[src/sv/sacl_pkg.sv]
`default_nettype none

package sacl_pkg;

  // Configuration register indexes
  localparam logic [1:0] CFG_SET_BITS   = 2'd0;
  localparam logic [1:0] CFG_BLOCK_BITS = 2'd1;
  localparam logic [1:0] CFG_WAYS_USED  = 2'd2;

  // Access kinds
  localparam logic [1:0] REQ_LOAD   = 2'd0;
  localparam logic [1:0] REQ_STORE  = 2'd1;
  localparam logic [1:0] REQ_MODIFY = 2'd2;

  // One cache line as kept in a set row
  typedef struct packed {
    logic        valid;
    logic [63:0] tag;
    logic [31:0] stamp;
  } line_t;

  typedef enum logic [1:0] {
    ST_CLEAR,
    ST_IDLE,
    ST_LOOK
  } state_t;

  // Controller to datapath
  typedef struct packed {
    logic capture;
    logic commit;
    logic clr_step;
  } cmd_t;

  // Datapath to controller
  typedef struct packed {
    logic clr_last;
    logic out_blocked;
  } sts_t;

endpackage

`default_nettype wire

[src/sv/sacl_ctrl.sv]
`default_nettype none

module sacl_ctrl (
  input  wire logic          clk,
  input  wire logic          rst_n,
  input  wire logic          in_valid,
  output logic               in_stall,
  input  wire sacl_pkg::sts_t sts,
  output sacl_pkg::cmd_t     cmd
);

  sacl_pkg::state_t state_r, state_nxt;

  // State register
  always_ff @(posedge clk) begin
    if (!rst_n) begin
      state_r <= sacl_pkg::ST_CLEAR;
    end else begin
      state_r <= state_nxt;
    end
  end

  // Next state and commands
  always_comb begin
    state_nxt    = state_r;
    cmd          = '0;
    in_stall     = 1'b1;
    unique case (state_r)
      sacl_pkg::ST_CLEAR: begin
        cmd.clr_step = 1'b1;
        if (sts.clr_last) begin
          state_nxt = sacl_pkg::ST_IDLE;
        end
      end
      sacl_pkg::ST_IDLE: begin
        in_stall = 1'b0;
        if (in_valid) begin
          cmd.capture = 1'b1;
          state_nxt   = sacl_pkg::ST_LOOK;
        end
      end
      sacl_pkg::ST_LOOK: begin
        // hold until the result register can take the beat
        if (!sts.out_blocked) begin
          cmd.commit = 1'b1;
          state_nxt  = sacl_pkg::ST_IDLE;
        end
      end
      default: begin
        state_nxt = sacl_pkg::ST_CLEAR;
      end
    endcase
  end

endmodule

`default_nettype wire

[config.mk]
export PLATFORM = sky130hd
export DESIGN_NAME = sacl_ctrl
export DESIGN_NICKNAME = d
export VERILOG_FILES = /design/src/sv/sacl_pkg.sv /design/src/sv/sacl_ctrl.sv
export SDC_FILE = /design/constraint.sdc
export NUM_CORES = 1
export LEC_CHECK = 0
export BUFFER_PORTS_ARGS = -buffer_cell sky130_fd_sc_hd__buf_2
export CORE_AREA = 2 2 39 41
export CTS_BUF_LIST = sky130_fd_sc_hd__clkbuf_16
export DETAILED_ROUTE_END_ITERATION = 10
export DIE_AREA = 0 0 41 43
export SYNTH_ARGS = -nofsm -noshare
export SYNTH_HDL_FRONTEND = slang
export SYNTH_SLANG_ARGS = --single-unit
[constraint.sdc]
create_clock -name clk -period 2.55 [get_ports clk]
set_clock_uncertainty 0.15 [all_clocks]
set_input_delay 0.1275 -clock clk [delete_from_list [all_inputs] [get_ports clk]]
set_output_delay 0.1275 -clock clk [all_outputs]
set_load 0.01 [all_outputs]
; After elaboration in Yosys (flattened, before gate mapping)
; Index checks and enable logic that the tools add are counted.
[word_totals]
reg_bits = 2
latch_bits = 0
output_inout_bits = 4
wordCells = 18
mem_bits_ro = 0
input_bits = 5
memories = 0
mem_bits_rw = 0
[op_classes]
multipliers = 0
n_lt_le_gt_ge = 0
n_eq_ne = 5
shifts = 0
add_sub_neg = 0
bitwise = 0
reduce_logical = 2
div_mod_pow = 0
n_mux = 10
[ops]
columns = op, count
row1 = two-way mux 1 bit, 6
row2 = two-way mux 2 bit, 3
row3 = "!= test 2 bit, second input constant", 3
row4 = one-hot mux 2 bit (3 select lines), 1
row5 = AND reduction 3 bit, 1
row6 = "equality test 2 x 1 -> 1 bit, second input constant", 1
row7 = "equality test 2 bit, second input constant", 1
row8 = logical NOT 2 bit, 1

; Depth between registers and ports, before layout
[depth]
word_depth = 3
mapped_depth = 2
depth_no_buf = 2

; Least setup slack after synthesis
; No wires, ideal clock.
[synth_timing]
path_kind = register to register
from = register state_r[0]
to = register state_r[0]
t_arrival_ns = 0.762
setup_time_ns = 0.122
synth_period_minus_slack_ns = 1.034
n_path_buf = 0
stages_incl_launch_ff = 3
path_slack_ns = 1.516
required_ns = 2.278
path_cell_list = dfxtp_1 > nor2b_1 > o311a_1
[synth_between]
elab_chain_cells = 3
word_cells_on_any_way = 8
cone_classes = 5 x eq/ne / 1 x mux / 2 x reduce/logical
[synth_rtl]
columns = element, line_no
row1 = from (decl), sacl_ctrl.sv:12  ; sacl_pkg::state_t state_r, state_nxt;
row2 = from (signal assigned), sacl_ctrl.sv:17  ; state_r <= sacl_pkg::ST_CLEAR;
row3 = from (signal assigned), sacl_ctrl.sv:19  ; state_r <= state_nxt;
row4 = "equality test 2 bit, or another cell as far along", sacl_ctrl.sv:28  ; unique case (state_r)
row5 = != test 2 bit (no source line), --
row6 = AND reduction 3 bit (no source line), --
; Several ways; a longest one is shown, not always the timed one.
; A chain may end at the register's enable or synchronous reset.

; Final worst setup path
[layout_timing]
from = register state_r[0]
to = output port in_stall
[layout_between]
elab_chain_cells = 2
[layout_rtl]
columns = element, line_no
row1 = equality test 2 x 1 -> 1 bit, sacl_ctrl.sv:28
row2 = two-way mux 1 bit, sacl_ctrl.sv:28
row3 = to (decl), sacl_ctrl.sv:7  ; output logic in_stall,
; No other way between the ends.

==> impl_results.md <==
* Register area share after synthesis at a little over a third
* Biggest regs: state_r: 2 flops
* Final setup TNS at 0 ns
* CTS resizes at 0
* # setup viols final at 0
* Pre-Repair DR Iteration Count at 2
* Cell variety after synth at 10
* Crit end category: primary output
* Initial DRC Count at 2
* First-pass GRT wire length at approximately 500 µm
* Tot GR Track Use at about 5.2%
* Core area at roughly 1400 µm²
* Synth async-reset ratio at 0%
* Yosys top cell area share at a little over a third
* Max Root-Sink Buffers at 2
* Number of sinks on the clock net at 2
* Worst EP arrival at 1.00 ns
* VDD IR max at ~230 µV
* Vias at roughly 130
* Vias in the first global route at about 140
* Warnings, synthesis at 0
* FF/Latch Area at around 40 µm²
* Ys flop type: dfxtp_1
* Worst-skew pair later-pin latency at 0.22 ns
* Dpl hpwl at 220 µm
* PD cells at 1160 nW/µm²
* DR vias/cell at 3.30
* Area growth from synthesis to layout at 120%
* Routability Congestion at approximately 0.52
* Internal at ~240 µW
* Antenna violations before repair at 0
* Part of the power in combinational logic at around 6.6%
* Leak Pwr at approximately 0.00012 µW
* Initial Util at under 10%
* Fillers at 158
* WL/cell at 7.50 µm
* Cell taking the most area after synthesis: dfxtp_1
* Fin util at around 18%
* Outcome: finished, final reports clean
* Area contributors post-synth: dfxtp_1 36%, nand3b_1 13%, nor2b_1 11%, o311a_1 8.9%, a21boi_0 6.7%
* CTS Root Cell: clkbuf_16
* Critical Path RT at roughly 2.3 ns
* Post-synth EDFFs at 0
* Grt total ovfl at 0
* Row cnt at 14
* Largest register FFs at 2
* Slew HR at between 80% and 90%
* Seq pwr share at around an eighth
* Die ar. at between 1500 and 2000 µm²
* Sw Share at 15.4%
* Worst-margin pin slew at approximately 0.19 ns
* Io pins at 9
* Largest net degree at the start of global routing at 9
* Post-CTS setup repair buffer count at 0
* Synthesized area at around 110 µm²
* Die Height at roughly 43 µm
* NetSw at between 40 and 50 µW
* Fraction of layout instances using a drive strength above 1 at roughly 46%
* Chip width at approximately 40 µm
* WL final at ~300 µm
* Max cap viols at 0
* Multi-input gate area at slightly below 70 µm²
* Mapped Avg Cell Area at just under 9 µm²
* Clock power share at ~80%
* Post-place instance area at 173 µm²
* Critical path class: flip-flop to primary output
* Post-Syn Nets at 18
* CTS hold repair buffers at 0
* Final Hold Viols at 0
* Fmax at 781 MHz
* Crit path time final at between 1 and 1.5 ns
* Final period util at between 50 and 60%
* Clock slew at reported path FFs at roughly 0.030 ns
* Input/output buffers at 8
* DRC at 0
* Final ANT Viol Nets at 0
* TritonCTS Buffers at 3
* Worst setup SP type: flip-flop
* Synth cell count leaders: 2 x dfxtp_1, 2 x nand3b_1, 2 x nor2b_1
* Worst-path fanout max at 8
* Final Cell Area at roughly 250 µm²
* # diodes at 0
* H-tree levels at 1
* Number of synthesized register bits at 2
* Biggest register: state_r
* CTS tree: yes
* Unrepaired setup endpoints after global routing: false
* Post-Synthesis Cells at 13
* Fin nets at 31
* Max Slew Vio Count at 0
* Min-Delay Path Class: input pin to flip-flop
-- critical path: stages, from the launching register on --
cell and delay (ns):
dfxtp_1 0.41, or2b_1 0.25, buf_2 0.13
-- logic make-up (layout without fill, tap and decap cells) --
kind of cell / count (synthesis) / after routing / synth area share [%]
and+or+nand+nor: 7 / 7 / 41.1
buffers and inverters: 1 / 12 / 3.33
AOI/OAI and AO/OA: 3 / 3 / 20.0
DFF: 2 / 2 / 35.6
-- stage by stage --
step	hold WS [ns]	std cells	total power, µW	worst slack [ns]
finish	0.00792	40	288	1.27
global route	0.0119	40	302	1.20
CTS	0.00971	40	294	1.26
detailed placement	0.235	37	57.1	1.47
global placement	0.225	37	56.9	1.49
floorplan	0.109	13	47.6	1.52
-- metal layers --
layer  track usage, %  vias up  wire length [µm]
met3             6.81        0                52
met5                0        -                 0
met2             6.25        5               124
met1             3.19       58               123
li1                 -       69                 -
met4             6.00        0                 0
-- cell usage in the layout (no fill, tap or decap) --
cell,synthesis,final
a21boi_0,1,1
buf_2,0,8
clkbuf_16,0,3
dfxtp_1,2,2
inv_1,1,1
nand3b_1,2,2
nor2_1,1,1
nor2b_1,2,2
nor3b_1,1,1
o21ai_0,1,1
o311a_1,1,1
or2b_1,1,1
-- worst paths after layout --
kind	depth (start not counted)	startpoint	end	slack, ns
setup reg to reg	2	state_r[0]$_SDFFE_PN0P_	state_r[0]$_SDFFE_PN0P_	1.48
setup / recovery	2	state_r[0]$_SDFFE_PN0P_	in_stall	1.27
hold reg to reg	2	state_r[1]$_SDFFE_PN0P_	state_r[1]$_SDFFE_PN0P_	0.44
hold / removal	2	rst_n	state_r[0]$_SDFFE_PN0P_	0.008
-- cell type report --
| class | instances | share of cell area, % |
|---|---|---|
| Inverter | 1 | 1.52 |
| Clock buffer | 3 | 30.3 |
| Sequential cell | 2 | 16.2 |
| Timing Repair Buffer | 8 | 16.2 |
| Tap cell | 16 | 8.08 |
| Multi-Input combinational cell | 10 | 27.8 |
-- power by group through the flow --
stage | Clock (µW) | Combinational [µW] | Sequential [µW]
6_report | 232 | 18.9 | 37.5
5_1_grt | 242 | 21.4 | 38.4
4_1_cts | 237 | 19.4 | 37.5
3_5_place_dp | 0 | 19.2 | 37.9
3_3_place_gp | 0 | 19.1 | 37.8
2_1_floorplan | 0 | 10.5 | 37.0
(Power assumes the default switching activity.)
